## src/design/sha512_pkg.sv

```systemverilog
// Package for the streaming SHA-512 core: constants, round table, command structs.
// No dependencies; used by every module of the core.
package sha512_pkg;

	localparam int BYTE_COUNT_BITS_DEF = 61;
	localparam int ROUNDS = 80;

	localparam logic [7:0] PAD_BYTE = 8'h80;
	localparam logic [6:0] LEN_OFFSET = 7'd112;

	typedef logic [63:0] word_t;

	localparam word_t IV [8] = '{
		64'h6a09e667f3bcc908, 64'hbb67ae8584caa73b, 64'h3c6ef372fe94f82b, 64'ha54ff53a5f1d36f1,
		64'h510e527fade682d1, 64'h9b05688c2b3e6c1f, 64'h1f83d9abfb41bd6b, 64'h5be0cd19137e2179
	};

	localparam word_t ROUND_K [80] = '{
		64'h428a2f98d728ae22, 64'h7137449123ef65cd, 64'hb5c0fbcfec4d3b2f, 64'he9b5dba58189dbbc,
		64'h3956c25bf348b538, 64'h59f111f1b605d019, 64'h923f82a4af194f9b, 64'hab1c5ed5da6d8118,
		64'hd807aa98a3030242, 64'h12835b0145706fbe, 64'h243185be4ee4b28c, 64'h550c7dc3d5ffb4e2,
		64'h72be5d74f27b896f, 64'h80deb1fe3b1696b1, 64'h9bdc06a725c71235, 64'hc19bf174cf692694,
		64'he49b69c19ef14ad2, 64'hefbe4786384f25e3, 64'h0fc19dc68b8cd5b5, 64'h240ca1cc77ac9c65,
		64'h2de92c6f592b0275, 64'h4a7484aa6ea6e483, 64'h5cb0a9dcbd41fbd4, 64'h76f988da831153b5,
		64'h983e5152ee66dfab, 64'ha831c66d2db43210, 64'hb00327c898fb213f, 64'hbf597fc7beef0ee4,
		64'hc6e00bf33da88fc2, 64'hd5a79147930aa725, 64'h06ca6351e003826f, 64'h142929670a0e6e70,
		64'h27b70a8546d22ffc, 64'h2e1b21385c26c926, 64'h4d2c6dfc5ac42aed, 64'h53380d139d95b3df,
		64'h650a73548baf63de, 64'h766a0abb3c77b2a8, 64'h81c2c92e47edaee6, 64'h92722c851482353b,
		64'ha2bfe8a14cf10364, 64'ha81a664bbc423001, 64'hc24b8b70d0f89791, 64'hc76c51a30654be30,
		64'hd192e819d6ef5218, 64'hd69906245565a910, 64'hf40e35855771202a, 64'h106aa07032bbd1b8,
		64'h19a4c116b8d2d0c8, 64'h1e376c085141ab53, 64'h2748774cdf8eeb99, 64'h34b0bcb5e19b48a8,
		64'h391c0cb3c5c95a63, 64'h4ed8aa4ae3418acb, 64'h5b9cca4f7763e373, 64'h682e6ff3d6b2b8a3,
		64'h748f82ee5defb2fc, 64'h78a5636f43172f60, 64'h84c87814a1f0ab72, 64'h8cc702081a6439ec,
		64'h90befffa23631e28, 64'ha4506cebde82bde9, 64'hbef9a3f7b2c67915, 64'hc67178f2e372532b,
		64'hca273eceea26619c, 64'hd186b8c721c0c207, 64'heada7dd6cde0eb1e, 64'hf57d4f7fee6ed178,
		64'h06f067aa72176fba, 64'h0a637dc5a2c898a6, 64'h113f9804bef90dae, 64'h1b710b35131c471b,
		64'h28db77f523047d84, 64'h32caab7b40c72493, 64'h3c9ebe0a15c9bebc, 64'h431d67c49c100d4c,
		64'h4cc5d4becb3e42b6, 64'h597f299cfc657e2a, 64'h5fcb6fab3ad6faec, 64'h6c44198c4a475817
	};

	// Source of the byte written into the block buffer.
	typedef enum logic [1:0] {
		SRC_MSG = 2'd0,
		SRC_PAD = 2'd1,
		SRC_ZERO = 2'd2,
		SRC_LEN = 2'd3
	} byte_src_t;

	// Commands from controller to datapath.
	typedef struct packed {
		logic      wr_byte;    // write one byte into the block buffer
		byte_src_t src;
		logic      cnt_inc;    // count a message byte
		logic      cmp_start;  // copy hash into working variables
		logic      cmp_round;  // perform one round
		logic      cmp_final;  // add working variables into hash
		logic      reinit;     // reload IV, clear counters
		logic      out_load;   // latch digest word at out_idx
		logic [2:0] out_idx;
	} dp_cmd_t;

	// Status from datapath to controller.
	typedef struct packed {
		logic block_full;  // the byte written now completes the block
		logic at_len;      // fill count equals the length offset
		logic last_round;  // current round is the last
		logic rd_ready;    // schedule read data valid for current round
	} dp_stat_t;

	function automatic word_t rotr(input word_t x, input int n);
		rotr = (x >> n) | (x << (64 - n));
	endfunction

endpackage

```

## src/design/sha512_ctrl.sv

```systemverilog
// Controller for the streaming SHA-512 core: handshakes, padding sequence, rounds, output.
// Depends on sha512_pkg.
module sha512_ctrl
	import sha512_pkg::*;
(
	input  logic     clk,
	input  logic     arst_n,
	input  logic     in_valid,
	output logic     in_ready,
	input  logic     byte_valid,
	input  logic     end_of_message,
	output logic     out_valid,
	input  logic     out_ready,
	output dp_cmd_t  cmd,
	input  dp_stat_t stat
);

	typedef enum logic [6:0] {
		ST_IDLE  = 7'b0000001,
		ST_PAD   = 7'b0000010,
		ST_ZERO  = 7'b0000100,
		ST_LEN   = 7'b0001000,
		ST_CMP   = 7'b0010000,
		ST_FIN   = 7'b0100000,
		ST_OUT   = 7'b1000000
	} state_t;

	state_t state_q, state_nx;
	logic [2:0] out_cnt_q, out_cnt_nx;
	logic       out_valid_q, out_valid_nx;
	state_t     ret_q, ret_nx;         // where to resume after compression

	assign in_ready  = (state_q == ST_IDLE);
	assign out_valid = out_valid_q;

	always_comb begin
		state_nx     = state_q;
		out_cnt_nx   = out_cnt_q;
		out_valid_nx = out_valid_q;
		ret_nx       = ret_q;
		cmd          = '0;
		cmd.src      = SRC_MSG;
		cmd.out_idx  = out_cnt_q;
		unique case (state_q)
			ST_IDLE: begin
				if (in_valid) begin
					cmd.wr_byte = byte_valid;
					cmd.cnt_inc = byte_valid;
					if (byte_valid && stat.block_full) begin
						cmd.cmp_start = 1'b1;
						state_nx = ST_CMP;
						ret_nx = end_of_message ? ST_PAD : ST_IDLE;
					end else if (end_of_message) begin
						state_nx = ST_PAD;
					end
				end
			end
			ST_PAD: begin
				cmd.wr_byte = 1'b1;
				cmd.src = SRC_PAD;
				if (stat.block_full) begin
					cmd.cmp_start = 1'b1;
					state_nx = ST_CMP;
					ret_nx = ST_ZERO;
				end else begin
					state_nx = ST_ZERO;
				end
			end
			ST_ZERO: begin
				if (stat.at_len) begin
					state_nx = ST_LEN;
				end else begin
					cmd.wr_byte = 1'b1;
					cmd.src = SRC_ZERO;
					if (stat.block_full) begin
						cmd.cmp_start = 1'b1;
						state_nx = ST_CMP;
						ret_nx = ST_ZERO;
					end
				end
			end
			ST_LEN: begin
				cmd.wr_byte = 1'b1;
				cmd.src = SRC_LEN;
				if (stat.block_full) begin
					cmd.cmp_start = 1'b1;
					state_nx = ST_CMP;
					ret_nx = ST_OUT;
				end
			end
			ST_CMP: begin
				cmd.cmp_round = stat.rd_ready;
				if (stat.rd_ready && stat.last_round) begin
					state_nx = ST_FIN;
				end
			end
			ST_FIN: begin
				cmd.cmp_final = 1'b1;
				if (ret_q == ST_OUT) begin
					out_cnt_nx = '0;
				end
				state_nx = ret_q;
			end
			ST_OUT: begin
				if (!out_valid_q || out_ready) begin
					if (out_valid_q && out_cnt_q == 3'd7) begin
						out_valid_nx = 1'b0;
						cmd.reinit = 1'b1;
						state_nx = ST_IDLE;
					end else begin
						cmd.out_load = 1'b1;
						cmd.out_idx = out_valid_q ? out_cnt_q + 3'd1 : out_cnt_q;
						out_cnt_nx = cmd.out_idx;
						out_valid_nx = 1'b1;
					end
				end
			end
			default: state_nx = ST_IDLE;
		endcase
	end

	always_ff @(posedge clk or negedge arst_n) begin
		if (!arst_n) begin
			state_q     <= ST_IDLE;
			out_cnt_q   <= '0;
			out_valid_q <= 1'b0;
			ret_q       <= ST_IDLE;
		end else begin
			state_q     <= state_nx;
			out_cnt_q   <= out_cnt_nx;
			out_valid_q <= out_valid_nx;
			ret_q       <= ret_nx;
		end
	end

	// Results only appear in the output state.
	a_out_state: assert property (@(posedge clk) disable iff (!arst_n)
		out_valid_q |-> state_q == ST_OUT)
		else $error("digest word valid outside output state");

	// No input is taken while a block is being compressed.
	a_no_in_cmp: assert property (@(posedge clk) disable iff (!arst_n)
		state_q == ST_CMP |-> !in_ready)
		else $error("input ready during compression");

	// A held result keeps its index while stalled.
	a_idx_hold: assert property (@(posedge clk) disable iff (!arst_n)
		out_valid_q && !out_ready |=> $stable(out_cnt_q))
		else $error("digest index moved while stalled");

endmodule

```

## config.mk

```make
export PLATFORM = sky130hd
export DESIGN_NAME = sha512_ctrl
export DESIGN_NICKNAME = d
export VERILOG_FILES = /design/src/design/sha512_pkg.sv /design/src/design/sha512_ctrl.sv
export SDC_FILE = /design/constraint.sdc
export NUM_CORES = 1
export LEC_CHECK = 0
export BUFFER_PORTS_ARGS = -buffer_cell sky130_fd_sc_hd__buf_2
export CAP_MARGIN = 20
export CELL_PAD_IN_SITES_DETAIL_PLACEMENT = 1
export CELL_PAD_IN_SITES_GLOBAL_PLACEMENT = 1
export CORE_MARGIN = 2
export CORE_UTILIZATION = 42
export CTS_CLUSTER_DIAMETER = 150
export DETAILED_ROUTE_END_ITERATION = 10
export GPL_TIMING_DRIVEN = 0
export PLACE_DENSITY = 0.92
export SYNTH_ARGS = -nofsm -noshare
export SYNTH_HDL_FRONTEND = slang
export SYNTH_SLANG_ARGS = --single-unit
```

## constraint.sdc

```tcl
create_clock -name clk -period 6.95 [get_ports clk]
set_input_delay 1.39 -clock clk [delete_from_list [all_inputs] [get_ports clk]]
set_output_delay 1.39 -clock clk [all_outputs]
set_load 0.005 [all_outputs]
```

==> metrics.md, run 1 <==
| Metric | Value |
|---|---|
| Share of layout cells above drive strength 1 | 0.3125 |
| Worst skew pair latency | 0.29 ns |
| Area contributors post-synth | dfrtp_1 (30%), dfstp_2 (4.9%), mux2_2 (4.2%), nor2_1 (3.5%), nand2_1 (3.2%) |
| Multi-input logic area | 615.6 sq um |
| Portion of synthesized cell area occupied by the leading cell type | 0.3044 |
| Final setup TNS | 0 ns |
| CTS Root Cell | clkbuf_4 |
| Worst Path Arrival | 2.74 ns |
| Antenna Violating Nets Remaining | 0 |
| Num Clock Sinks | 15 |
| Cell area after layout | 0.001247 sq mm |
| Flop and latch count out of synthesis | 15 |
| Number of cells upsized or downsized after cts | 0 |
| Netlist cell types | 45 |
| Wire length of the first global-routing pass | 4.395 mm |
| Max clock buf depth | 2 |
| Sequential fraction of the synthesis area | 0.3536 |
| Post-detailed-route wirelength per cell | 15.13 microns |
| Class of the tightest hold or removal check | reg2reg |
| Maximum vdd ir drop | 155.2 uV |
| Post-synthesis instance total | 117 |
| Row count | 18 |
| Overall die height | 54.44 microns |
| Number of ports placed on the die boundary | 24 |
| Number of synthesized flops with an enable pin | 0 |
| Leakage Power | 0.6147 nW |
| CP startpoint kind | register |
| Fin crit share | 0.5938 |
| Setup repair after global routing missed its margin | false |
| Post-route insts no fill | 174 |
| Vias in the first global route | 1022 |
| Overall die area | 0.002964 sq mm |
| Reg-to-reg slack, setup | 4.67 ns |
| Htree depth | 1 |
| Count of vias placed by the detailed router | 987 |
| Final count of pins violating max slew | 0 |
| Mean post-synth cell area | 9.133 sq um |
| Number of inserted diodes | 0 |
| Final setup vio count | 0 |
| Final worst path period need | 4.127 ns |
| Clk slew on worst S/H paths | 0.08 ns |
| Total power density per cell area | 243.3 mW/mm^2 |
| Initial antenna violation count | 0 |
| Timing-limited maximum frequency | 0.2423 GHz |
| Count of placed standard cells including taps | 170 |
| Worst slew margin relative to its limit | 0.5910 |
| Initial Util | 0.4353 |
| CTS tree | yes |
| Total congestion overflow | 0 |
| Area growth from synthesis to layout | 16.75% |
| Prevailing post-synth register cell | dfrtp_1 |
| Synthesized area | 0.001069 sq mm |
| Start point of the worst min-delay path | ret_q[0] |
| Synth area leader | dfrtp_1 |
| Destination of the worst hold path | ret_q[0] |
| Horizontal die dimension | 54.44 microns |
| Final nets | 157 |
| Reg-to-reg startpoint | state_q[2] |
| Max cap viols | 0 |
| Final Skew | 0.009259 ns |
| Worst Setup Slack, final | 2.823 ns |
| All-Layer GR Usage | 0.2048 |
| Hold_buf cts | 0 |
| Placed Area | 0.001221 sq mm |
| Crit path max fanout | 10 |
| Most frequent standard cell in the layout excluding fill and tap cells | buf_2 |
| Routability congestion estimate from global placement | 0.8205 |
| Final hold violation count | 0 |
| Filler Cell Count | 296 |
| Sort of element at the end of the critical path | primary output |
| Result of the run | finished, final reports clean |
| Measured slew at the worst slew-check pin | 0.6099 ns |
| Worst Setup Slack post-DPL | 2.937 ns |
| Proportion of register bits with asynchronous set or reset after synthesis | 1.000 |
| Mapped Nets | 129 |
| Total half-perimeter wirelength after legalization and detailed placement | 2.142 mm |
| Port Buffer Count | 23 |
| Area taken by flip-flops and latches | 377.9 sq um |
| Iter 0 DRT Violations | 19 |
| Core area | 0.002455 sq mm |
| Avg Vias per Cell | 5.672 |
| Initial DRT Pass Iterations | 4 |
| Worst Hold Path Cells | 2 |
| FF-to-FF path depth | 5 |
| Category of the critical setup timing path | reg2out |
| Req. time, crit path | 5.56 ns |
| Commonest cells after routing, fill and taps aside | buf_2 (26), dfrtp_1 (13), nor2_1 (10) |
| CTS buffer count | 3 |
| Pin count of the biggest net entering global routing | 16 |
| Endpoint of the worst-slack reg-to-reg timing path | ret_q[2] |
| # Post-CTS Setup Buffers | 0 |
| Count of yosys warnings during synthesis | 0 |
| Total Wirelength | 2.633 mm |
| Number of design rule violations left after detail routing | 0 |
[registers in the layout (all words and copies together) (netlist names)]
name / cells
out_cnt_q: 3
ret_q: 4
out_valid: 1
state_q: 7
[through the flow]
| stage | utilization | hold WS (ns) | total power [mW] |
|---|---|---|---|
| 2_1_floorplan | - | 0.4607 | 0.2161 |
| 3_3_place_gp | 0.4975 | 0.4916 | 0.2488 |
| 3_5_place_dp | 0.4975 | 0.5007 | 0.2570 |
| 4_1_cts | 0.5082 | 0.5188 | 0.3068 |
| 5_1_grt | 0.5082 | 0.5418 | 0.3263 |
| 6_report | 0.5082 | 0.5098 | 0.3035 |
[power breakdown]
part | total (mW) | internal [mW] | switching, mW | leakage (nW)
logic | 0.137 | 0.0623 | 0.0747 | 0.406
registers | 0.117 | 0.107 | 0.0102 | 0.193
clock network | 0.0495 | 0.0223 | 0.0272 | 0.0150
total | 0.304 | 0.191 | 0.112 | 0.615
[kinds of logic after synthesis]
family / count (synthesis) / share of synthesized area
and+or+nand+nor: 46 / 0.2518
AOI/OAI and AO/OA: 29 / 0.2073
buffers and inverters: 15 / 0.07026
DFF: 15 / 0.3536
muxes: 6 / 0.06089
xor gates and xnor gates: 4 / 0.03279
adders and majority gates: 2 / 0.02342
[how the worst max path moves through the flow]
stage	from	slack (ns)	end
4_1_cts	state_q[2]	2.81	cmd[2]
6_report	state_q[2]	2.82	cmd[2]
5_1_grt	state_q[2]	2.71	cmd[2]
3_3_place_gp	stat[2]	3.02	cmd[7]
3_5_place_dp	stat[2]	2.94	cmd[7]
2_1_floorplan	stat[2]	3.28	cmd[7]
[cell usage after synthesis, drive strengths merged, types with 2 or more instances]
cell,count
inv,7
or4b,2
nand2b,3
o21a,2
dfrtp,13
dfstp,2
mux2,4
a211o,2
or3,2
a21o,2
a22oi,3
or3b,2
mux2i,2
nor2,10
or2,2
nor3,7
o2bb2ai,3
nand2,9
a21oi,6
or4,2
nor2b,2
nor4b,2
xnor2,3
ha,2
buf,5
clkbuf,3
[cell type report]
type                       instances  share of cell area
inverter                           7             0.02106
sequential                        15              0.3029
timing repair buffer              23             0.09228
clock buffer                       4             0.02106
tap                               30             0.03009
multi-input combinational         87              0.4935
buffer                             8             0.03912
[layer usage]
metal | GRT usage | vias to the layer above | wire length (microns)
met3 | 0.02186 | 2 | 103
met1 | 0.2272 | 479 | 1102
met4 | 0.05000 | 0 | 25
li1 | - | 479 | -
met2 | 0.4076 | 27 | 1402
met5 | 0 | - | 0
[worst max-delay path, cell delays in order, from the launching register on]
cell      delay, ns
dfrtp_1        0.36
clkbuf_1       0.22
or4_1          0.44
buf_2          0.17
or3b_1         0.39
buf_6          0.16
nor3_4         0.22
mux2_2         0.37
buf_2          0.13
Note: power is estimated with default switching activity, not from simulation.
==> inputs of run 2 (changes only) <==
- CORE_ASPECT_RATIO: not set -> 2
- CORE_UTILIZATION: 42 -> 39
- PLACE_DENSITY: 0.92 -> 0.87
- clock period: 6.95 -> 3.8 ns (I/O delays scaled with it)
==> metrics.md, run 2 (same netlist as run 1, synthesis figures left out) <==
| Metric | Value |
|---|---|
| Total Wirelength | 2.879 mm |
| Final worst path period need | 3.472 ns |
| Port Buffer Count | 23 |
| Post-route worst hold slack | 0.4042 ns |
| Total congestion overflow | 0 |
| Horizontal die dimension | 41.01 microns |
| Number of cells upsized or downsized after cts | 0 |
| Pin count of the biggest net entering global routing | 16 |
| Initial Util | 0.4158 |
| All-Layer GR Usage | 0.2099 |
| Fin crit share | 0.9138 |
| CTS buffer count | 3 |
| Final nets | 157 |
| Maximum vdd ir drop | 247.3 uV |
| Vias in the first global route | 1041 |
| Result of the run | finished, final reports clean |
| Overall die height | 78.03 microns |
| Final Skew | 0.003959 ns |
| Sequential cell fraction of total power | 0.358 |
| Max FFs per register | 7 |
| Worst Setup Slack post-DPL | 0.6394 ns |
| CTS Root Cell | clkbuf_8 |
| Wire length of the first global-routing pass | 4.623 mm |
| Max clock buf depth | 2 |
| Critical Path Start | state_q[2] |
| Overall die area | 0.003200 sq mm |
| Reg-to-reg slack, setup | 1.53 ns |
| Final setup TNS | 0 ns |
| Routability congestion estimate from global placement | 0.7857 |
| Clk network pwr share | 0.223 |
| Class of the tightest hold or removal check | in2async |
| Worst slew margin relative to its limit | 0.5686 |
| Core area | 0.002570 sq mm |
| Switching share of power | 0.3652 |
| Largest registers ranked by flip-flop count | state_q: 7 flops, ret_q: 4 flops, out_cnt_q: 3 flops |
| Category of the critical setup timing path | reg2out |
| Row count | 26 |
| Final setup vio count | 0 |
| Post-detailed-route wirelength per cell | 16.74 microns |
| Internal power | 0.3828 mW |
| Most frequent standard cell in the layout excluding fill and tap cells | buf_2 |
| Area growth from synthesis to layout | 18.38% |
| Worst Setup Slack, final | 0.3277 ns |
| FF-to-FF path depth | 5 |
| Timing-limited maximum frequency | 0.2880 GHz |
| CTS tree | yes |
| Reg with most FFs | state_q |
| Number of inserted diodes | 0 |
| Sort of element at the end of the critical path | primary output |
| Share of layout cells above drive strength 1 | 0.3194 |
| Hold_buf cts | 0 |
| Total power | 0.6030 mW |
| Number of design rule violations left after detail routing | 0 |
| Commonest cells after routing, fill and taps aside | buf_2 (26), dfrtp_1 (13), nor2_1 (10) |
| Filler Cell Count | 323 |
| # Post-CTS Setup Buffers | 0 |
| Num Clock Sinks | 15 |
| Clk slew on worst S/H paths | 0.07 ns |
| Post-route core utilization | 0.4922 |
| Total power density per cell area | 476.7 mW/mm^2 |
| Leakage Power | 0.6252 nW |
| Switching Power | 0.2202 mW |
| Reg-to-reg startpoint | state_q[2] |
| Antenna Violating Nets Remaining | 0 |
| Max cap viols | 0 |
| Total half-perimeter wirelength after legalization and detailed placement | 2.326 mm |
| Endpoint of the worst-slack reg-to-reg timing path | ret_q[6] |
| Crit path max fanout | 10 |
| Number of ports placed on the die boundary | 24 |
| Logic pwr share | 0.419 |
| Final hold violation count | 0 |
| Iter 0 DRT Violations | 15 |
| Critical path capture point | cmd[1] |
| Initial DRT Pass Iterations | 4 |
| Measured slew at the worst slew-check pin | 0.6432 ns |
| Count of vias placed by the detailed router | 1007 |
| Htree depth | 1 |
| Avg Vias per Cell | 5.855 |
| Initial antenna violation count | 0 |
| Worst Path Arrival | 2.71 ns |
| Final count of pins violating max slew | 0 |
| Worst skew pair latency | 0.25 ns |
| Setup repair after global routing missed its margin | false |
| CP startpoint kind | register |
| Req. time, crit path | 3.04 ns |
[run 2: worst min-delay path by stage]
stage	startpoint	end
floorplan	arst_n	out_cnt_q[0]
CTS	arst_n	ret_q[2]
global placement	ret_q[0]	ret_q[0]
global route	arst_n	ret_q[2]
finish	arst_n	ret_q[2]
detailed placement	ret_q[0]	ret_q[0]
[run 2: per-stage QoR]
step	instance area, sq um	cells
3_3_place_gp	1219	168
5_1_grt	1265	172
4_1_cts	1265	172
3_5_place_dp	1219	168
6_report	1265	172
2_1_floorplan	1069	117
[run 2: cell type report]
type	instances	area, sq um	share of cell area
buffer	8	48.80	0.03858
tap	28	35.03	0.02770
inverter	7	26.28	0.02077
clock inverter	1	5.005	0.003956
sequential	15	377.9	0.2987
clock buffer	3	41.29	0.03264
multi-input combinational	87	615.6	0.4866
timing repair buffer	23	115.1	0.09100
[run 2: power groups by stage]
stage | Sequential (mW) | Combinational [mW] | Clock [mW]
after global placement | 0.216 | 0.246 | 0
after global routing | 0.219 | 0.281 | 0.143
after detailed placement | 0.219 | 0.254 | 0
final | 0.216 | 0.252 | 0.135
after floorplan | 0.211 | 0.185 | 0
after CTS | 0.216 | 0.256 | 0.139
[run 2: worst max-delay path, cell delays in order, from the launching register on]
cell and delay (ns):
dfrtp_1 0.36, clkbuf_1 0.22, or4_1 0.44, buf_2 0.17, or3b_1 0.38, buf_6 0.16, nor3_4 0.23, mux2_2 0.36
buf_2 0.12
[run 2: routing by layer]
metal / global-route usage / part of all wire
met5: 0 / 0
met4: 0.1167 / 0.039
met3: 0.02260 / 0.033
met1: 0.1985 / 0.35
met2: 0.3813 / 0.58
